--- src/design/fat12cte_ram.sv ---
// fat12cte_ram: generic simple dual-port RAM, one write and one registered read.
// No dependencies.
module fat12cte_ram #(
	parameter int WIDTH  = 8,
	parameter int DEPTH  = 2,
	parameter int ADDR_W = (DEPTH > 1) ? $clog2(DEPTH) : 1
) (
	input  logic              clk,
	input  logic              we,
	input  logic [ADDR_W-1:0] waddr,
	input  logic [WIDTH-1:0]  wdata,
	input  logic [ADDR_W-1:0] raddr,
	output logic [WIDTH-1:0]  rdata
);

	logic [WIDTH-1:0] mem_q [DEPTH];
	logic [WIDTH-1:0] rdata_q;

	always_ff @(posedge clk) begin
		if (we)
			mem_q[waddr] <= wdata;
		rdata_q <= mem_q[raddr];
	end

	assign rdata = rdata_q;

endmodule

--- config.mk ---
export PLATFORM = sky130hd
export DESIGN_NAME = fat12cte_ram
export DESIGN_NICKNAME = d
export VERILOG_FILES = /design/src/design/fat12cte_ram.sv
export SDC_FILE = /design/constraint.sdc
export NUM_CORES = 1
export LEC_CHECK = 0
export ABC_AREA = 1
export ABC_CLOCK_PERIOD_IN_PS = 890
export BUFFER_PORTS_ARGS = -buffer_cell sky130_fd_sc_hd__buf_2
export CAP_MARGIN = 15
export CORE_MARGIN = 5
export CORE_UTILIZATION = 33
export CTS_CLUSTER_DIAMETER = 150
export DETAILED_ROUTE_END_ITERATION = 10
export GPL_TIMING_DRIVEN = 0
export PLACE_DENSITY = 0.55
export SLEW_MARGIN = 20
export SYNTH_ARGS = -nofsm -noshare
export SYNTH_HDL_FRONTEND = slang
export SYNTH_SLANG_ARGS = --single-unit
export TNS_END_PERCENT = 10
--- constraint.sdc ---
create_clock -name clk -period 0.89 [get_ports clk]
set_input_delay 0.0445 -clock clk [delete_from_list [all_inputs] [get_ports clk]]
set_output_delay 0.0445 -clock clk [all_outputs]
set_load 0.005 [all_outputs]
---- Yosys cells after proc, flatten, opt, wreduce, memory -nomap -nowiden ----
Memory sizes are Yosys's and may differ from the RTL's. A register that Yosys moved wholly into a read port is not among the register bits.
Cells that the tools add are included.
cells by class
  mux-type cells .......................... 2
operator list
  operator          count
  1-bit 2-to-1 mux  2
storage, ports and cells
  output and inout port bits .............. 8
  memories kept ........................... 1
  flip-flop bits (word level) ............. 0
  bits of input ports ..................... 12
  RAM bits ................................ 16
memory list
  memory  words  bits a word  rd ports  clocked after Yosys merged registers in  write ports  RTL line  text
  mem_q   2      8            1         1                                        1            16        logic [WIDTH-1:0] mem_q [DEPTH];

---- Longest topological paths before layout ----
Gate-level depths: netlist of run 1.
  depth after elaboration ................. 2
  mapped depth ............................ 4
  mapped depth without buffers ............ 3

---- Worst setup path before layout of run 1 ----
Ideal clock, no wire load.
  path type ............................... in2reg
  from .................................... in we
  to ...................................... mem mem_q[0][0] (enable)
  path slack .............................. 86 ps
  library setup time ...................... 371 ps
  stages on the path ...................... 2
  arrival time ............................ 433 ps
  path through ............................ inv_1 -> nor2_1
between the ends
  cells in the longest elaborated chain, start to end .. 2
ends and longest elaborated chain
  item                                    RTL line  text
  from (decl)                             9         input logic we,
  1-bit 2-to-1 mux                        20        if (we)
  1-bit 2-to-1 mux (implied by the code)  21        mem_q[waddr] <= wdata;
  to (decl)                               16
No other way between the ends.

---- Worst setup path after layout of run 1 ----
  from .................................... reg rdata_q[6], in the netlist rdata[6] (read register of mem_q)
  to ...................................... out rdata[6]
RTL lines
  item         RTL line  text
  from (decl)  17        logic [WIDTH-1:0] rdata_q;
  to (decl)    13        output logic [WIDTH-1:0] rdata
No word-level cell between the ends.

==> metrics, run 1 <==
vias in the first global route=460; root buf cell=clkbuf_4; Area growth syn-to-layout=31.7%; final setup fails=0; total track usage=7.88%; Setup Skew=0.000614 ns; Leak Pwr=0.441 nW; TritonCTS clock tree=done; Int Power=1.52 mW; clock power share=24.1%; layout cell share with drive strength beyond 1=27.1%; arrival time of the worst setup path=0.74 ns; Worst EP required=0.85 ns; Max VDD drop=1.41 mV; Die Footprint=3370 sq um; relative slew slack=52.1%; I/O Pins=20; Worst-Skew Late Latency=0.30 ns; Pwr Density=1900 nW/um^2; final core occ=45.3%; initial antenna violation count=0; H-tree depth=1; post-route cell area=1000 sq um; Logic pwr share=8.2%; Cell Chain, Critical Path=buf_2; first-pass detailed-route iteration total=2; postcts setup bufs=0; number of vias per cell=4.09; CTS buffer count=3; CTS resizes=0; Routed WL=1150 um; Hold/Removal Path Class=input port to register; CP max stage cell=dfxtp_1; largest net degree at the start of global routing=14; Yosys warnings=0; kind of cell adding the most delay to the critical path=flip-flops; die height=58.0 um; RePlAce Congestion=0.673; # port buffers=18; Synth Area per Inst=14.1 sq um; Post-Synthesis Cell Area=761 sq um; fin. max-slew vios=0; first-pass GRT wire length=1930 um; Sw Ratio=20.3%; Tmin final=0.787 ns; n_diodes=0; Final period util=88.4%; Max Cap Violations=0; DP HPWL=726 um; outcome=finished clean; fill count=222; Pwr Total=1.91 mW; # DRC=0; commonest non-fill, non-tap cell in the layout=nand2_1; final antenna-violating net count=0; number of library cell types mapped by synthesis=7; CP bufs+invs=1; crit path capture type=output pin; row cnt=17; Post-Synthesis Net Count=66; Crit Path Category=register to output pin; switching power=387 uW; fmax=1270 MHz; Die X=58.0 um; gr ovfl total=0; sequential share of the synthesized area=84.2%; Final #Nets=98; most frequent cells in the layout=nand2_1, buf_2, edfxtp_1; vias=462; Initial Util=34.4%; synthesized instance count=54; CP Max Fanout=1; Yosys reg bits=24; Worst-Margin Slew=0.716 ns; DRT iter0 DRCs=2; Final Hold Vio Count=0; Crit path largest cell delay=0.34 ns; FF-to-FF setup slack=0.30 ns; core box area=2210 sq um; clock sinks=24; Clock Path Buffers=2; clk slew on worst S/H paths=0.12 ns; post-place instance area=886 sq um; setup repair after global routing missed its margin=false; CP startpoint kind=register; WL/cell=10.2 um; sequential power share=67.7%
[stage by stage]
step / hold slack [ns] / instances / worst slack (ns) / setup TNS, ns
after floorplan: 0.143 / 54 / 0.0856 / 0
after global placement: 0.233 / 100 / -0.223 / -1.79
after detailed placement: 0.236 / 100 / -0.263 / -2.10
after CTS: 0.198 / 113 / 0.0750 / 0
after global routing: 0.203 / 113 / 0.0225 / 0
final: 0.189 / 113 / 0.103 / 0
[synthesized netlist by cell type (all sizes together)]
library cell / number / area share, %
nor2: 1 / 0.49
edfxtp: 16 / 63
buf: 1 / 1.5
nand2: 25 / 12
dfxtp: 8 / 21
inv: 3 / 1.5
[power by group through the flow]
| stage | clock network (mW) | registers (mW) | logic (mW) |
|---|---|---|---|
| finish | 0.460 | 1.29 | 0.156 |
| global route | 0.535 | 1.30 | 0.176 |
| CTS | 0.487 | 1.29 | 0.160 |
| detailed placement | 0 | 1.32 | 0.129 |
| global placement | 0 | 1.32 | 0.127 |
| floorplan | 0 | 1.32 | 0.0515 |
[state kept, by name (all words and copies together), names as in the netlist]
register  flops
rdata         8
mem_q        16
[worst paths after layout]
check / from / endpoint / depth (start not counted)
max: rdata[6] / rdata[6] / 1
min reg2reg: mem_q[0][6] / rdata[6] / 2
max reg2reg: mem_q[1][2] / rdata[2] / 2
min: waddr / mem_q[0][0] / 2
[per-layer routing]
layer | GRT usage [%] | up-vias | share of wire, %
met5 | 0 | - | 0
met4 | 2.98 | 0 | 1.2
met3 | 4.01 | 2 | 8.5
met2 | 12.9 | 14 | 46
met1 | 8.72 | 209 | 44
li1 | - | 237 | -
[final cells by class]
class	instances	area, sq um	area share (%)
buffer	1	11.3	1.12
clock buffer	3	22.5	2.25
clock inverter	1	3.75	0.375
inverter	3	11.3	1.12
multi-input combinational	26	97.6	9.74
sequential	24	641	63.9
tap	28	35.0	3.50
timing repair buffer	27	180	18.0
[what timing repair did]
item                                    in CTS  in global routing
endpoints found under the setup margin       0                  0
hold buffers                                 9                  0
hold endpoints to repair                    24                  0
[kinds of logic after synthesis]
| group | share of synthesized area [%] |
|---|---|
| simple gates | 12.8 |
| flops | 84.2 |
| buf+inv | 2.96 |
No activity file was read; power rests on OpenSTA's default activity.
==> inputs of run 2 (changes only) <==
--- a/config.mk
+++ b/config.mk
@@ -9,12 +9,11 @@
 export ABC_CLOCK_PERIOD_IN_PS = 890
 export BUFFER_PORTS_ARGS = -buffer_cell sky130_fd_sc_hd__buf_2
 export CAP_MARGIN = 15
-export CORE_MARGIN = 5
 export CORE_UTILIZATION = 33
 export CTS_CLUSTER_DIAMETER = 150
 export DETAILED_ROUTE_END_ITERATION = 10
 export GPL_TIMING_DRIVEN = 0
-export PLACE_DENSITY = 0.55
+export PLACE_DENSITY = 0.57
 export SLEW_MARGIN = 20
 export SYNTH_ARGS = -nofsm -noshare
 export SYNTH_HDL_FRONTEND = slang
==> metrics, run 2 (synthesis results as in run 1) <==
vias=444 (was 462); Crit path largest cell delay=0.34 ns (about the same); final core occ=46.2% (was 45.3%); CP bufs+invs=1 (unchanged); first-pass detailed-route iteration total=4 (was 2); Final #Nets=98 (unchanged); Final period util=87.8% (was 88.4%); max reg flops=16 (unchanged); clk slew on worst S/H paths=0.12 ns (about the same); crit path capture type=output pin (unchanged); root buf cell=clkbuf_4 (unchanged); routed wl met3=48 um (was 98 um); Top Metal Used=met3 (was met4); Clock Path Buffers=2 (unchanged); arrival time of the worst setup path=0.74 ns (about the same); CTS resizes=0 (unchanged); CP Max Fanout=1 (unchanged); die height=50.0 um (was 58.0 um); TritonCTS clock tree=done (unchanged); most frequent cells in the layout=nand2_1, buf_2, edfxtp_1 (unchanged); H-tree depth=1 (unchanged); row cnt=17 (unchanged); Area growth syn-to-layout=33.1% (was 31.7%); gr ovfl total=0 (unchanged); Leak Pwr=0.447 nW (was 0.441 nW); CP startpoint kind=register (unchanged); Min Hold Slack=0.179 ns (was 0.189 ns); number of vias per cell=3.93 (was 4.09); pre-CTS WS=-0.199 ns (was -0.263 ns); Die X=50.0 um (was 58.0 um); Crit Path Category=register to output pin (unchanged); R2R Path Start=mem_q[1][5] (was mem_q[1][2]); Cell Chain, Critical Path=buf_2 (unchanged); clock sinks=24 (unchanged); DRT iter0 DRCs=6 (was 2); Worst EP required=0.85 ns (about the same); vias in the first global route=426 (was 460); Hold/Removal Path Class=input port to register (unchanged); Die Footprint=2500 sq um (was 3370 sq um); layout cell share with drive strength beyond 1=28.2% (was 27.1%); placed insts=100 (unchanged); RePlAce Congestion=0.654 (was 0.673); n_diodes=0 (unchanged); post-place instance area=886 sq um (unchanged); Max Cap Violations=0 (unchanged); first-pass GRT wire length=1680 um (was 1930 um); fmax=1280 MHz (was 1270 MHz); final antenna-violating net count=0 (unchanged); Tmin final=0.782 ns (was 0.787 ns); # port buffers=18 (unchanged); Max VDD drop=0.979 mV (was 1.41 mV); commonest non-fill, non-tap cell in the layout=nand2_1 (unchanged); Worst-Margin Slew=0.664 ns (was 0.716 ns); Setup Total Neg Slack=0 ns (unchanged); Setup Skew=0.000779 ns (was 0.000614 ns); setup repair after global routing missed its margin=false (unchanged); post-route cell area=1010 sq um (was 1000 sq um); met2 wire length=549 um (was 534 um); largest net degree at the start of global routing=14 (unchanged); outcome=finished clean (unchanged); CP max stage cell=dfxtp_1 (unchanged); relative slew slack=55.6% (was 52.1%); # DRC=0 (unchanged); HP Start=waddr (unchanged); critical path launch point=rdata[5] (was rdata[6]); fin. max-slew vios=0 (unchanged); Pwr Total=1.99 mW (was 1.91 mW); fin cells=113 (unchanged); Initial Util=34.7% (was 34.4%); DRT met1 WL=389 um (was 502 um); fill count=211 (was 222); Worst-Skew Late Latency=0.30 ns (about the same); Pwr Density=1960 nW/um^2 (was 1900 nW/um^2); I/O Pins=20 (unchanged); DP HPWL=612 um (was 726 um); initial antenna violation count=0 (unchanged); postcts setup bufs=0 (unchanged); kind of cell adding the most delay to the critical path=flip-flops (unchanged); final setup fails=0 (unchanged); Final Hold Vio Count=0 (unchanged); Routed WL=987 um (was 1150 um); total track usage=9.55% (was 7.88%); CTS buffer count=3 (unchanged); WL/cell=8.73 um (was 10.2 um); Largest Register=mem_q (unchanged); core box area=2190 sq um (was 2210 sq um); Final WS setup=0.108 ns (was 0.103 ns)
run 2: what timing repair did:
item,in CTS,in global routing
endpoints found under the hold margin,24,0
setup endpoints to repair,0,0
hold buffers,9,0
run 2: metal layers:
metal | vias up | GRT usage, %
met4 | 0 | 4.29
met3 | 0 | 3.70
li1 | 236 | -
met1 | 196 | 9.74
met2 | 12 | 16.9
met5 | - | 0
run 2: cell type report:
| class | instances | area [sq um] | area share, % |
|---|---|---|---|
| Sequential cell | 24 | 641 | 63.3 |
| Timing Repair Buffer | 27 | 180 | 17.8 |
| Multi-Input combinational cell | 26 | 97.6 | 9.64 |
| Clock buffer | 4 | 36.3 | 3.58 |
| Tap cell | 28 | 35.0 | 3.46 |
| Buffer | 1 | 11.3 | 1.11 |
| Inverter | 3 | 11.3 | 1.11 |
run 2: power by group:
group          total (mW)  switching [mW]  internal (mW)
Clock               0.545           0.295          0.249
Combinational       0.153          0.0705         0.0821
Sequential           1.29          0.0169           1.27
Total                1.99           0.383           1.61
run 2: path summary, 6_finish.rpt:
kind	end	slack [ns]	cells past startpoint
worst min-delay path	mem_q[0][6]	0.18	2
worst max-delay path	rdata[5]	0.11	1
worst max register to register	rdata[5]	0.28	2
worst min register to register	rdata[6]	0.45	2
==> inputs of run 3 (changes only) <==
--- a/config.mk
+++ b/config.mk
@@ -9,11 +9,13 @@
 export ABC_CLOCK_PERIOD_IN_PS = 890
 export BUFFER_PORTS_ARGS = -buffer_cell sky130_fd_sc_hd__buf_2
 export CAP_MARGIN = 15
-export CORE_UTILIZATION = 33
+export CELL_PAD_IN_SITES_DETAIL_PLACEMENT = 1
+export CELL_PAD_IN_SITES_GLOBAL_PLACEMENT = 2
+export CORE_UTILIZATION = 32
 export CTS_CLUSTER_DIAMETER = 150
 export DETAILED_ROUTE_END_ITERATION = 10
 export GPL_TIMING_DRIVEN = 0
-export PLACE_DENSITY = 0.57
+export PLACE_DENSITY = 0.76
 export SLEW_MARGIN = 20
 export SYNTH_ARGS = -nofsm -noshare
 export SYNTH_HDL_FRONTEND = slang
==> metrics, run 3 (synthesis results as in run 1) <==
outcome=finished clean (unchanged); Worst-Margin Slew=0.693 ns (was 0.664 ns); Die Footprint=2580 sq um (was 2500 sq um); RePlAce Congestion=0.645 (was 0.654); CP max stage cell=dfxtp_1 (unchanged); root buf cell=clkbuf_4 (unchanged); pre-CTS WS=-0.209 ns (was -0.199 ns); first-pass GRT wire length=1930 um (was 1680 um); largest net degree at the start of global routing=14 (unchanged); Final Hold Vio Count=0 (unchanged); n_diodes=0 (unchanged); most frequent cells in the layout=nand2_1, buf_2, edfxtp_1 (unchanged); max reg flops=16 (unchanged); fin. max-slew vios=0 (unchanged); DRT iter0 DRCs=1 (was 6); Hold/Removal Path Class=input port to register (unchanged); DP HPWL=787 um (was 612 um); met3 global-route usage=3.64% (was 3.70%); GR peak layer=met2 (unchanged); Setup Total Neg Slack=0 ns (unchanged); placed insts=100 (unchanged); Pwr Density=1900 nW/um^2 (was 1960 nW/um^2); final setup fails=0 (unchanged); Area growth syn-to-layout=31.7% (was 33.1%); Clock Path Buffers=2 (unchanged); gr ovfl total=0 (unchanged); Worst EP required=0.85 ns (about the same); WL/cell=10.5 um (was 8.73 um); Cell Chain, Critical Path=buf_2 (unchanged); initial antenna violation count=0 (unchanged); layout cell share with drive strength beyond 1=27.1% (was 28.2%); vias=476 (was 444); TritonCTS clock tree=done (unchanged); Largest Register=mem_q (unchanged); crit path capture type=output pin (unchanged); Max Cap Violations=0 (unchanged); CP bufs+invs=1 (unchanged); worst hold stages=2 (unchanged); CP Max Fanout=1 (unchanged); core box area=2230 sq um (was 2190 sq um); row cnt=17 (unchanged); Stages on worst setup path=1 (unchanged); number of vias per cell=4.21 (was 3.93); Pwr Total=1.91 mW (was 1.99 mW); clock sinks=24 (unchanged); arrival time of the worst setup path=0.73 ns (was 0.74 ns); Crit Path Category=register to output pin (unchanged); CTS buffer count=3 (unchanged); commonest non-fill, non-tap cell in the layout=nand2_1 (unchanged); vias in the first global route=483 (was 426); clk slew on worst S/H paths=0.12 ns (about the same); kind of cell adding the most delay to the critical path=flip-flops (unchanged); Initial Util=34.1% (was 34.7%); # port buffers=18 (unchanged); total track usage=10.8% (was 9.55%); M2 GR Usage=21.8% (was 16.9%); Final period util=87.3% (was 87.8%); # DRC=0 (unchanged); die height=50.8 um (was 50.0 um); Crit path largest cell delay=0.32 ns (was 0.34 ns); Min Hold Slack=0.193 ns (was 0.179 ns); Setup Skew=0.00234 ns (was 0.000779 ns); Worst-Skew Late Latency=0.30 ns (about the same); fmax=1290 MHz (was 1280 MHz); postcts setup bufs=0 (unchanged); I/O Pins=20 (unchanged); Routed WL=1190 um (was 987 um); relative slew slack=53.7% (was 55.6%); Leak Pwr=0.441 nW (was 0.447 nW); CP startpoint kind=register (unchanged); Die X=50.8 um (was 50.0 um); Final #Nets=98 (unchanged); Final WS setup=0.113 ns (was 0.108 ns); Tmin final=0.777 ns (was 0.782 ns); setup repair after global routing missed its margin=false (unchanged); Max VDD drop=1.08 mV (was 0.979 mV); Reg2Reg Depth=2 (unchanged); final antenna-violating net count=0 (unchanged); H-tree depth=1 (unchanged); fin cells=113 (unchanged); GR Util met1=10.1% (was 9.74%); first-pass detailed-route iteration total=3 (was 4)
-- run 3: cell type report --
type / count / area [sq um]
multi-input combinational: 26 / 97.6
inverter: 3 / 11.3
clock inverter: 1 / 3.75
buffer: 1 / 11.3
sequential: 24 / 641
timing repair buffer: 27 / 180
fill: 237 / 1230
tap: 28 / 35.0
clock buffer: 3 / 22.5
-- run 3: worst reg2reg max path, delay by kind of cell, from the launching register on --
kind             cells  cell delay (ns)
AND/OR/NAND/NOR      2             0.13
flip-flops           1             0.39
-- run 3: metal layers --
metal,vias up,wire [um]
met3,0,45
li1,236,-
met4,0,0
met2,11,702
met5,-,0
met1,229,440
-- run 3: power by group --
part           total [mW]  switching (mW)  internal, mW
logic               0.156          0.0734        0.0822
clock network       0.460           0.296         0.163
registers            1.29          0.0178          1.27
total                1.91           0.388          1.52
-- run 3: path summary, 6_finish.rpt --
path | startpoint | slack, ns | end
setup / recovery | rdata[5] | 0.11 | rdata[5]
hold / removal | waddr | 0.19 | mem_q[0][7]
setup reg to reg | mem_q[1][1] | 0.29 | rdata[1]
hold reg to reg | mem_q[0][3] | 0.45 | rdata[3]
-- run 3: repair_timing --
action	in CTS	in global routing
endpoints found under the hold margin	24	0
gates resized for setup	0	0
hold buffers	9	0
-- run 3: stage by stage --
| stage | utilization, % | area (sq um) |
|---|---|---|
| after floorplan | - | 761 |
| after global placement | 39.7 | 886 |
| after detailed placement | 39.7 | 886 |
| after CTS | 44.9 | 1000 |
| after global routing | 44.9 | 1000 |
| final | 44.9 | 1000 |
