==> src/design/fat12cte_pkg.sv <==
// fat12cte_pkg: shared widths, command and status codes, table constants
// and the entry position helper for the FAT12 cluster table engine.
// No dependencies.
package fat12cte_pkg;

	localparam int CMD_W      = 3;
	localparam int CLUSTER_W  = 12;
	localparam int BYTE_IDX_W = 13;
	localparam int DATA_W     = 8;
	localparam int VALUE_W    = 12;
	localparam int STATUS_W   = 2;
	localparam int ACTIVE_W   = 13;
	localparam int POS_W      = 14;
	localparam int WORD_W     = 16;

	localparam int TABLE_BYTES_DEF = 6144;

	localparam int APB_ADDR_W = 3;
	localparam int APB_DATA_W = 32;
	localparam logic REG_ACTIVE_CLUSTERS = 1'b0;

	localparam logic [CMD_W-1:0] CMD_LOAD  = 3'd0;
	localparam logic [CMD_W-1:0] CMD_READ  = 3'd1;
	localparam logic [CMD_W-1:0] CMD_GET   = 3'd2;
	localparam logic [CMD_W-1:0] CMD_SET   = 3'd3;
	localparam logic [CMD_W-1:0] CMD_FIND  = 3'd4;
	localparam logic [CMD_W-1:0] CMD_CHAIN = 3'd5;

	localparam logic [STATUS_W-1:0] STATUS_OK         = 2'd0;
	localparam logic [STATUS_W-1:0] STATUS_NO_FREE    = 2'd1;
	localparam logic [STATUS_W-1:0] STATUS_STEP_LIMIT = 2'd2;

	localparam logic [CLUSTER_W-1:0] CHAIN_END    = 12'hff8;
	localparam logic [ACTIVE_W-1:0]  MAX_CLUSTERS = 13'd4096;
	localparam logic [ACTIVE_W-1:0]  ACTIVE_RESET = 13'd4096;

	// first byte of a packed entry: c + c/2
	function automatic logic [POS_W-1:0] entry_pos(input logic [CLUSTER_W-1:0] c);
		return POS_W'(c) + POS_W'(c[CLUSTER_W-1:1]);
	endfunction

	// address width of one byte bank (even or odd bytes)
	function automatic int bank_addr_w(input int table_bytes);
		int depth;
		depth = (table_bytes + 1) >> 1;
		return (depth > 1) ? $clog2(depth) : 1;
	endfunction

endpackage

==> src/design/fat12cte_apb_regs.sv <==
// fat12cte_apb_regs: APB register block holding active_clusters.
// Depends on fat12cte_pkg.
module fat12cte_apb_regs (
	input  logic                                  clk,
	input  logic                                  arst_n,
	input  logic                                  psel,
	input  logic                                  penable,
	input  logic                                  pwrite,
	input  logic [fat12cte_pkg::APB_ADDR_W-1:0]   paddr,
	input  logic [fat12cte_pkg::APB_DATA_W-1:0]   pwdata,
	output logic [fat12cte_pkg::APB_DATA_W-1:0]   prdata,
	output logic                                  pready,
	output logic [fat12cte_pkg::ACTIVE_W-1:0]     active_clusters
);
	import fat12cte_pkg::*;

	logic [ACTIVE_W-1:0] active_q;
	logic                hit;

	// byte lanes within a word are ignored
	assign hit    = (paddr[APB_ADDR_W-1] == REG_ACTIVE_CLUSTERS);
	assign pready = 1'b1;

	always_ff @(posedge clk or negedge arst_n) begin
		if (!arst_n) begin
			active_q <= ACTIVE_RESET;
		end else if (psel && penable && pwrite && hit) begin
			active_q <= pwdata[ACTIVE_W-1:0];
		end
	end

	assign prdata          = hit ? APB_DATA_W'(active_q) : '0;
	assign active_clusters = active_q;

endmodule

==> config.mk <==
export PLATFORM = sky130hd
export DESIGN_NAME = fat12cte_apb_regs
export DESIGN_NICKNAME = d
export VERILOG_FILES = /design/src/design/fat12cte_pkg.sv /design/src/design/fat12cte_apb_regs.sv
export SDC_FILE = /design/constraint.sdc
export NUM_CORES = 1
export LEC_CHECK = 0
export BUFFER_PORTS_ARGS = -buffer_cell sky130_fd_sc_hd__buf_4
export CELL_PAD_IN_SITES_DETAIL_PLACEMENT = 1
export CELL_PAD_IN_SITES_GLOBAL_PLACEMENT = 1
export CORE_MARGIN = 2
export CORE_UTILIZATION = 25
export CTS_BUF_LIST = sky130_fd_sc_hd__clkbuf_8
export CTS_CLUSTER_SIZE = 24
export DETAILED_ROUTE_END_ITERATION = 7
export PLACE_DENSITY_LB_ADDON = 0.08
export SLEW_MARGIN = 20
export SYNTH_ARGS = -nofsm -noshare
export SYNTH_HDL_FRONTEND = slang
export SYNTH_SLANG_ARGS = --single-unit
==> constraint.sdc <==
create_clock -name clk -period 1.8 [get_ports clk]
set_input_delay 0 -clock clk [delete_from_list [all_inputs] [get_ports clk]]
set_output_delay 0 -clock clk [all_outputs]
set_load 0.01 [all_outputs]
After elaboration in Yosys (flattened, before gate mapping)
Index checks and enable logic that the tools add are counted.
- word-level logic and storage cells: 6
- output and inout port bits: 46
- register bits: 13
- input bits: 40
- bitwise logic cells: 1
- muxes and demuxes: 1
- reduce and logical (&&, ||, !) cells: 3
- operator list (cell ; count):
    2-to-1 mux 13 bit ; 1
    logical AND 1 bit ; 3
    NOT 1 bit ; 1

Depth between registers and ports, before layout
Gate-level depths: netlist of the first run.
- word-level depth: 3
- gate-level depth with buffers: 3

Worst setup path after synthesis of the first run
Ideal clock, no wire load.
- kind: flip-flop to flip-flop
- from: reg active_clusters[7] (netlist name)
- to: reg active_q[7], in the netlist active_clusters[7]
- slack: 1.021 ns
- arrival: 0.655 ns
- required time: 1.675 ns
- library setup time: 0.125 ns
- stages on the path, launching flop included: 2
- cells stage by stage: dfrtp_1 > mux2_2
- RTL lines (what ; line ; RTL):
    end signal: assignment ; fat12cte_apb_regs.sv:28 ; active_q <= pwdata[ACTIVE_W-1:0];
    end: declaration ; fat12cte_apb_regs.sv:17 ; logic [ACTIVE_W-1:0] active_q;

Final worst setup path of the first run
- from: reg active_q[12], in the netlist active_clusters[12]
- to: out prdata[12] (netlist name)
- word-level cells in the longest chain between the ends: 1
- ends and longest elaborated chain (what ; line ; RTL):
    2-to-1 mux 13 bit ; fat12cte_apb_regs.sv:32 ; assign prdata = hit ? APB_DATA_W'(active_q) : '0;
    end: declaration ; fat12cte_apb_regs.sv:11 ; output logic [fat12cte_pkg::APB_DATA_W-1:0] prdata,
Every way passes these cells.

==> out/results.ini, run 1 <==
[clock_tree]
cts_tree=done
clock_sinks=13
ctsResizeCount=0
worst_skew_pair.late_latency_ns=0.23
clk_pin_slew_ns=0.05
cts_hold_buf=12
cts_made_buffers=3
root_buffer=clkbuf_8
cts_max_level=1
postCtsSetupBuffers=0
clk_path_buf_depth=2

[finish]
area_delta_synth_final_pct=57.19
nFillCells=339
antenna_cells=0
seqCellArea_sq_um=326.6
fin_cells=164
utilization_pct=41.12
largest_reg_flops=13
final_nets=161
fin_area_sq_um=1245
drive_gt1_share_pct=51.67
multiInputGateArea_sq_um=367.9

[placed_design]
place_area_sq_um=1080
dp_cells=148
place_ws_ns=0.6847
dp_hpwl_mm=1.339
port_buffers=44
routabilityCongestion=0.6067

[power_and_ir_drop]
p_per_area_nw_per_um2=867.3
cellLeakagePower_nw=0.6756
p_sw_share_pct=28.12
combPwrFrac_pct=39.2
power_frac_clock_pct=22.7
ir_drop_mv=0.3462
seq_power_share_pct=38.1
switchingPower_mw=0.3036
p_int_mw=0.7761

[critical_path]
worstPathArrival_ns=1.00
path_class=reg -> out
cp_max_fo=3
endpoint_kind=output port
cp.required_ns=1.80
worstSetupStartpointType=flip-flop

[grt]
grt_max_degree=15
overflow=0
antenna_found_initial=0
grt_pass1_vias=560
grtUsageTotal_pct=10.09
grt_pass1_wl_mm=2.642

[synth]
synth_top_area_share_pct=37.91
synth_cell_types=11
netlist_instances=64
synth_seq_cells=13
synth_area_sq_um=792.0
synth-seq-area-share_pct=41.23
yosysTopAreaCell=dfrtp_1
synth_area_per_cell_sq_um=12.38
synth_area_leaders=dfrtp_1, buf_4, mux2_4
ys_warn_count=0

[floorplan]
io-pin-count=86
die_area_sq_um=3634
rows=20
start_util_pct=26.16
die_h_um=60.29
die_w_um=60.29
coreArea_sq_um=3028

[drt]
ant_nets=0
wirelength_mm=1.807
firstDrtPassIters=2
drtIter0Drc=6
via_count=599
wl_per_cell_um=11.02
drc=0
viasPerCell=3.652

[sta]
fin_skew_ns=0
hold_viol_final=0
tns_ns=0
layout_setup_ws_ns=0.8045
drv_slew=0
min_period_over_period_pct=55.30
setup_viol_count_final=0
rsz0062_at_grt=no
period_needed_ns=0.9955
fmax_mhz=1005

[worst_hold_path]
hold_path.class=in -> reg

[run_status]
status=finished clean

[job]
cap_violations=0

power groups by stage:
stage / clock network, mW / registers [mW] / logic, mW
final: 0.246 / 0.411 / 0.423
after global routing: 0.269 / 0.421 / 0.456
after CTS: 0.258 / 0.412 / 0.430
after detailed placement: 0 / 0.416 / 0.408
after global placement: 0 / 0.413 / 0.403
after floorplan: 0 / 0.437 / 0.199
cell usage in the layout (no fill, tap or decap):
master | synthesis | layout
buf_4 | 20 | 44
conb_1 | 2 | 20
dfrtp_1 | 12 | 12
dlygate4sd3_1 | 0 | 12
nor2b_1 | 10 | 10
mux2_4 | 10 | 10
and2b_1 | 3 | 3
mux2_2 | 3 | 3
clkbuf_8 | 0 | 3
nand4b_4 | 1 | 1
dfstp_2 | 1 | 1
inv_1 | 0 | 1
metal layers:
| metal | share of wire [%] | track usage, % | vias up |
|---|---|---|---|
| met3 | 6.8 | 2.597 | 2 |
| met4 | 1.4 | 3.810 | 0 |
| li1 | - | - | 276 |
| met2 | 56 | 17.55 | 31 |
| met5 | 0 | 0 | - |
| met1 | 36 | 11.77 | 290 |
synthesized netlist by cell type:
master,instances
dfstp_2,1
nand4b_4,1
mux2_2,3
nor2b_1,10
and2b_1,3
buf_6,1
mux2_4,10
dfrtp_1,12
buf_4,20
clkbuf_1,1
conb_1,2
kinds of logic after synthesis:
group,Yosys count,share of synthesized area [%]
buf+inv,22,20.85
simple gates,14,13.74
mux,13,23.22
flops,13,41.23
other cells,2,0.9482
critical path, cell delays in order (launching register included):
cell and delay, ns:
dfstp_2 0.54, and2b_1 0.12, buf_4 0.11
final cells by class:
cell class / instances / area share, %
sequential: 13 / 26.23
timing repair buffer: 56 / 36.18
clock inverter: 1 / 0.3015
tap: 44 / 4.422
multi-input combinational: 47 / 29.55
clock buffer: 3 / 3.317
through the flow:
| step | hold slack, ns | total power, mW |
|---|---|---|
| 6_report | 0.004933 | 1.080 |
| 5_1_grt | 0.004209 | 1.146 |
| 4_1_cts | 0.002998 | 1.099 |
| 3_5_place_dp | -0.1401 | 0.8245 |
| 3_3_place_gp | -0.1438 | 0.8152 |
| 2_1_floorplan | -0.2956 | 0.6359 |
worst paths after layout:
kind                                      from                   to  slack [ns]  cells after the start
max in group asynchronous               arst_n  active_clusters[12]        1.41                      2
max                        active_clusters[12]           prdata[12]        0.80                      2
min in group asynchronous               arst_n   active_clusters[2]        0.16                      2
max reg2reg                 active_clusters[1]   active_clusters[1]        1.02                      1
min reg2reg                 active_clusters[8]   active_clusters[8]        0.53                      1
min                                  pwdata[1]   active_clusters[1]       0.005                      2
Power figures use the tool's default switching activity.
==> inputs of run 2 (changes only) <==
--- a/config.mk
+++ b/config.mk
@@ -9,7 +9,7 @@
 export CELL_PAD_IN_SITES_DETAIL_PLACEMENT = 1
 export CELL_PAD_IN_SITES_GLOBAL_PLACEMENT = 1
 export CORE_MARGIN = 2
-export CORE_UTILIZATION = 25
+export CORE_UTILIZATION = 24
 export CTS_BUF_LIST = sky130_fd_sc_hd__clkbuf_8
 export CTS_CLUSTER_SIZE = 24
 export DETAILED_ROUTE_END_ITERATION = 7
==> constraint.sdc (replaced) <==
create_clock -name clk -period 1.04 [get_ports clk]
set_input_delay 0 -clock clk [delete_from_list [all_inputs] [get_ports clk]]
set_output_delay 0 -clock clk [all_outputs]
set_load 0.01 [all_outputs]
==> out/results.ini, run 2 (synthesis results as in run 1) <==
[clock_tree]
cts_max_level=1  ; unchanged
clock_sinks=13  ; unchanged
clk_pin_slew_ns=0.05  ; about the same
clk_path_buf_depth=2  ; unchanged
worst_skew_pair.late_latency_ns=0.23  ; about the same
postCtsSetupBuffers=0  ; unchanged
cts_made_buffers=3  ; unchanged
root_buffer=clkbuf_8  ; unchanged
cts_tree=done  ; unchanged

[floorplan]
io-pin-count=86  ; unchanged
start_util_pct=25.52  ; was 26.16%
rows=20  ; unchanged
die_w_um=61.45  ; was 60.29 um
die_area_sq_um=3775  ; was 3634 sq um
coreArea_sq_um=3103  ; was 3028 sq um
die_h_um=61.45  ; was 60.29 um

[worst_hold_path]
hold_path.class=in -> reg  ; unchanged
holdPathEnd=active_clusters[8]  ; was active_clusters[1]
min_path_cells=2  ; unchanged
min_from=pwdata[8]  ; was pwdata[1]

[sta]
setup_viol_count_final=0  ; unchanged
period_needed_ns=0.9935
hold_viol_final=0  ; unchanged
tns_ns=0  ; unchanged
drv_slew=0  ; unchanged
fmax_mhz=1007
rsz0062_at_grt=yes  ; was no
fin_skew_ns=0  ; unchanged
layout_setup_ws_ns=0.04654  ; was 0.8045 ns
min_period_over_period_pct=95.53

[critical_path]
cp_cell_sequence=and2b_1, buf_4  ; unchanged
path_class=reg -> out  ; unchanged
worstPathArrival_ns=0.99  ; was 1.00 ns
cp.required_ns=1.04  ; was 1.80 ns
path_delay_family=flip-flops  ; unchanged
path_depth=2  ; unchanged
worstSetupStartpointType=flip-flop  ; unchanged
crit_slowest_cell=dfstp_2  ; unchanged
worstRegToRegCells=1  ; unchanged
r2r_end=active_clusters[0]  ; was active_clusters[1]
cp_max_fo=3  ; unchanged
critPathBufInv=1  ; unchanged
r2r_start=active_clusters[0]  ; was active_clusters[1]
rrSetupSlack_ns=0.26  ; was 1.02 ns
crit_path_max_incr_delay_ns=0.53  ; was 0.54 ns
endpoint_kind=output port  ; unchanged

[grt]
grt_max_degree=14  ; was 15
grt_pass1_vias=572  ; was 560
grt_pass1_wl_mm=2.704  ; was 2.642 mm
overflow=0  ; unchanged
grtUsageTotal_pct=10.34  ; was 10.09%
antenna_found_initial=0  ; unchanged

[power_and_ir_drop]
p_per_area_nw_per_um2=1462  ; was 867.3 nW/um^2
ir_drop_mv=0.7519  ; was 0.3462 mV
combPwrFrac_pct=39.7  ; was 39.2%
power_frac_clock_pct=22.3  ; was 22.7%
seq_power_share_pct=37.9  ; was 38.1%
p_sw_share_pct=27.90  ; was 28.12%
p_int_mw=1.352  ; was 0.7761 mW
cellLeakagePower_nw=0.6951  ; was 0.6756 nW
switchingPower_mw=0.5230  ; was 0.3036 mW

[finish]
area_delta_synth_final_pct=61.93  ; was 57.19%
final_common_cell=buf_4  ; unchanged
final_cell_mix=buf_4, conb_1, dlygate4sd3_1, dfrtp_1  ; was buf_4, conb_1, dfrtp_1, dlygate4sd3_1
drive_gt1_share_pct=52.03  ; was 51.67%
antenna_cells=0  ; unchanged
nFillCells=363  ; was 339
fin_cells=167  ; was 164
largest_reg_flops=13  ; unchanged
final_nets=164  ; was 161
seqCellArea_sq_um=326.6  ; unchanged
multiInputGateArea_sq_um=367.9  ; unchanged

[drt]
via_count=609  ; was 599
drc=0  ; unchanged
ant_nets=0  ; unchanged
wl_per_cell_um=11.26  ; was 11.02 um
drtIter0Drc=1  ; was 6
viasPerCell=3.647  ; was 3.652
wirelength_mm=1.880  ; was 1.807 mm
firstDrtPassIters=3  ; was 2

[placed_design]
place_ws_ns=0.1568  ; was 0.6847 ns
port_buffers=44  ; unchanged
dp_hpwl_mm=1.420  ; was 1.339 mm
routabilityCongestion=0.5830  ; was 0.6067
dp_cells=150  ; was 148

[run_status]
status=finished clean  ; unchanged

[job]
cap_violations=0  ; unchanged

-- run 2: cell count changes in the layout (fill, tap and decap cells not counted), sizes merged --
cell,delta
buf,+2
dlygate4sd3,+1
-- run 2: cell type report --
type                            count  area share, %
Multi-Input combinational cell     47          28.68
Clock inverter                      1         0.2927
Sequential cell                    13          25.46
Timing Repair Buffer               59          38.05
Clock buffer                        3          3.220
Tap cell                           44          4.293
-- run 2: layer usage --
metal  part of all wire [%]  GRT usage, %  wire length [um]
met2                     55         18.39              1039
met3                    8.7         4.412               164
met1                     34         10.53               644
met5                      0             0                 0
met4                    1.6         4.559                31
-- run 2: worst max path at each step --
stage                                   start                  to
final                     active_clusters[12]          prdata[12]
after detailed placement             paddr[2]  active_clusters[0]
after global placement               paddr[2]  active_clusters[9]
after floorplan            active_clusters[7]  active_clusters[7]
after global routing      active_clusters[12]          prdata[12]
after CTS                 active_clusters[12]          prdata[12]
-- run 2: power groups by stage --
stage	clock network, mW	registers, mW	logic [mW]
4_1_cts	0.448	0.716	0.760
3_3_place_gp	0	0.714	0.707
5_1_grt	0.467	0.733	0.808
3_5_place_dp	0	0.723	0.719
6_report	0.419	0.711	0.745
2_1_floorplan	0	0.756	0.344
-- run 2: per-stage QoR --
stage               utilization, %  cell area [sq um]  hold WS [ns]  total power, mW
floorplan                        -              859.6       -0.2956            1.101
global placement             35.69               1107       -0.1429            1.421
detailed placement           35.69               1107       -0.1452            1.442
CTS                          41.33               1282      0.001190            1.925
global route                 41.33               1282      0.003705            2.008
finish                       41.33               1282      0.004102            1.875
-- run 2: timing repair --
action | 4_1_cts | 5_1_grt
hold endpoints to repair | 25 | 0
hold buffers | 13 | 0
endpoints found under the setup margin | 0 | 1
gates resized for setup | 0 | 0
==> inputs of run 3 (changes only) <==
--- a/config.mk
+++ b/config.mk
@@ -13,7 +13,7 @@
 export CTS_BUF_LIST = sky130_fd_sc_hd__clkbuf_8
 export CTS_CLUSTER_SIZE = 24
 export DETAILED_ROUTE_END_ITERATION = 7
-export PLACE_DENSITY_LB_ADDON = 0.08
+export PLACE_DENSITY_LB_ADDON = 0.1
 export SLEW_MARGIN = 20
 export SYNTH_ARGS = -nofsm -noshare
 export SYNTH_HDL_FRONTEND = slang
==> out/results.ini, run 3 (synthesis results as in run 1) <==
[finish]
antenna_cells=0  ; unchanged
drive_gt1_share_pct=52.03  ; unchanged
area_delta_synth_final_pct=60.35  ; was 61.93%
largest_reg_flops=13  ; unchanged
final_cell_mix=buf_4, conb_1, dlygate4sd3_1, dfrtp_1  ; unchanged
fin_area_sq_um=1270  ; was 1282 sq um
final_nets=164  ; unchanged
nFillCells=373  ; was 363
multiInputGateArea_sq_um=367.9  ; unchanged
seqCellArea_sq_um=326.6  ; unchanged
final_common_cell=buf_4  ; unchanged

[sta]
fmax_mhz=1007  ; about the same
hold_viol_final=0  ; unchanged
setup_viol_count_final=0  ; unchanged
period_needed_ns=0.9929  ; was 0.9935 ns
tns_ns=0  ; unchanged
drv_slew=0  ; unchanged
layout_setup_ws_ns=0.04708  ; was 0.04654 ns
rsz0062_at_grt=no  ; was yes
fin_skew_ns=0  ; unchanged
min_period_over_period_pct=95.47  ; was 95.53%

[floorplan]
rows=20  ; unchanged
start_util_pct=25.52  ; unchanged
die_area_sq_um=3775  ; unchanged
io-pin-count=86  ; unchanged
die_h_um=61.45  ; unchanged
die_w_um=61.45  ; unchanged
coreArea_sq_um=3103  ; unchanged

[clock_tree]
cts_tree=done  ; unchanged
clk_path_buf_depth=2  ; unchanged
clock_sinks=13  ; unchanged
cts_max_level=1  ; unchanged
root_buffer=clkbuf_8  ; unchanged
clk_pin_slew_ns=0.05  ; about the same
ctsResizeCount=0  ; unchanged
cts_made_buffers=3  ; unchanged
worst_skew_pair.late_latency_ns=0.24  ; was 0.23 ns

[grt]
use_met3_pct=3.782  ; was 4.412%
antenna_found_initial=0  ; unchanged
overflow=0  ; unchanged
grt_pass1_wl_mm=2.718  ; was 2.704 mm
busiest_layer=met2  ; unchanged
grtUsageTotal_pct=10.06  ; was 10.34%
grt_max_degree=14  ; unchanged
grt_pass1_vias=580  ; was 572
use_met2_pct=17.93  ; was 18.39%
grt_use_met1_pct=10.87  ; was 10.53%

[critical_path]
path_class=reg -> out  ; unchanged
cp.required_ns=1.04  ; about the same
crit_path_max_incr_delay_ns=0.52  ; was 0.53 ns
cp_cell_sequence=and2b_1, buf_4  ; unchanged
r2r_start=active_clusters[12]  ; was active_clusters[0]
crit_slowest_cell=dfstp_2  ; unchanged
cp_max_fo=2  ; was 3
rrSetupSlack_ns=0.22  ; was 0.26 ns
worstRegToRegCells=2  ; was 1
cp-startpoint=active_clusters[12]  ; unchanged
worstPathArrival_ns=0.99  ; about the same
r2r_end=active_clusters[12]  ; was active_clusters[0]
endpoint_kind=output port  ; unchanged
worstSetupStartpointType=flip-flop  ; unchanged

[placed_design]
dp_hpwl_mm=1.328  ; was 1.420 mm
place_ws_ns=0.005814  ; was 0.1568 ns
port_buffers=44  ; unchanged
routabilityCongestion=0.5837  ; was 0.5830
place_area_sq_um=1087  ; was 1107 sq um

[drt]
drc=0  ; unchanged
wl_per_cell_um=10.88  ; was 11.26 um
firstDrtPassIters=2  ; was 3
viasPerCell=3.695  ; was 3.647
drtIter0Drc=14  ; was 1
wirelength_mm=1.817  ; was 1.880 mm
ant_nets=0  ; unchanged
via_count=617  ; was 609

[power_and_ir_drop]
cellLeakagePower_nw=0.6894  ; was 0.6951 nW
ir_drop_mv=0.5446  ; was 0.7519 mV
power_frac_clock_pct=22.8  ; was 22.3%
seq_power_share_pct=37.3  ; was 37.9%
switchingPower_mw=0.5346  ; was 0.5230 mW
p_int_mw=1.359  ; was 1.352 mW
p_sw_share_pct=28.24  ; was 27.90%
combPwrFrac_pct=40.0  ; was 39.7%
p_per_area_nw_per_um2=1491  ; was 1462 nW/um^2
p_total_mw=1.893  ; was 1.875 mW

[worst_hold_path]
min_path_cells=2  ; unchanged
hold_path.class=in -> reg  ; unchanged
min_from=pwdata[12]  ; was pwdata[8]
holdPathEnd=active_clusters[12]  ; was active_clusters[8]

[job]
cap_violations=0  ; unchanged

[run_status]
status=finished clean  ; unchanged

-- run 3: cell counts in the layout (fill, tap and decap cells not counted) --
No cell type changed its count.
-- run 3: worst max-delay path by stage --
stage	slack (ns)	to	cells past startpoint
6_report	0.05	prdata[12]	2
5_1_grt	0.02	prdata[12]	2
4_1_cts	0.008	prdata[12]	2
3_5_place_dp	0.006	active_clusters[2]	3
3_3_place_gp	0.02	active_clusters[5]	3
2_1_floorplan	0.26	active_clusters[7]	1
-- run 3: cell type report --
cell class,instances,share of cell area [%]
clock buffer,3,3.251
sequential,13,25.71
clock inverter,1,0.2956
multi-input combinational,47,28.97
timing repair buffer,59,37.44
tap,44,4.335
-- run 3: metrics by stage --
step	util (%)	cells	hold WS, ns
2_1_floorplan	-	82	-0.2956
3_3_place_gp	35.04	149	-0.1406
3_5_place_dp	35.04	149	-0.1428
4_1_cts	40.69	166	0.004193
5_1_grt	40.93	167	0.005967
6_report	40.93	167	0.006495
-- run 3: timing repair --
action,CTS,global route
buffers inserted,0,1
hold buffers,13,0
setup endpoints to repair,0,1
endpoints found under the hold margin,25,0
-- run 3: routing by layer --
layer	wire length, um	part of all wire, %
met1	668	37
met2	955	53
met3	166	9.1
met4	27	1.5
met5	0	0
-- run 3: power by group through the flow --
stage                     registers (mW)  clock network [mW]  logic (mW)
after CTS                          0.712               0.446       0.752
after floorplan                    0.756                   0       0.344
after global placement             0.714                   0       0.701
after detailed placement           0.719                   0       0.710
final                              0.705               0.431       0.757
after global routing               0.725               0.475       0.822
-- run 3: worst max-delay path, delay by kind of cell, from the launching register on --
family	cells	cell delay, ns
buffers and inverters	1	0.11
DFF	1	0.52
and+or+nand+nor	1	0.12
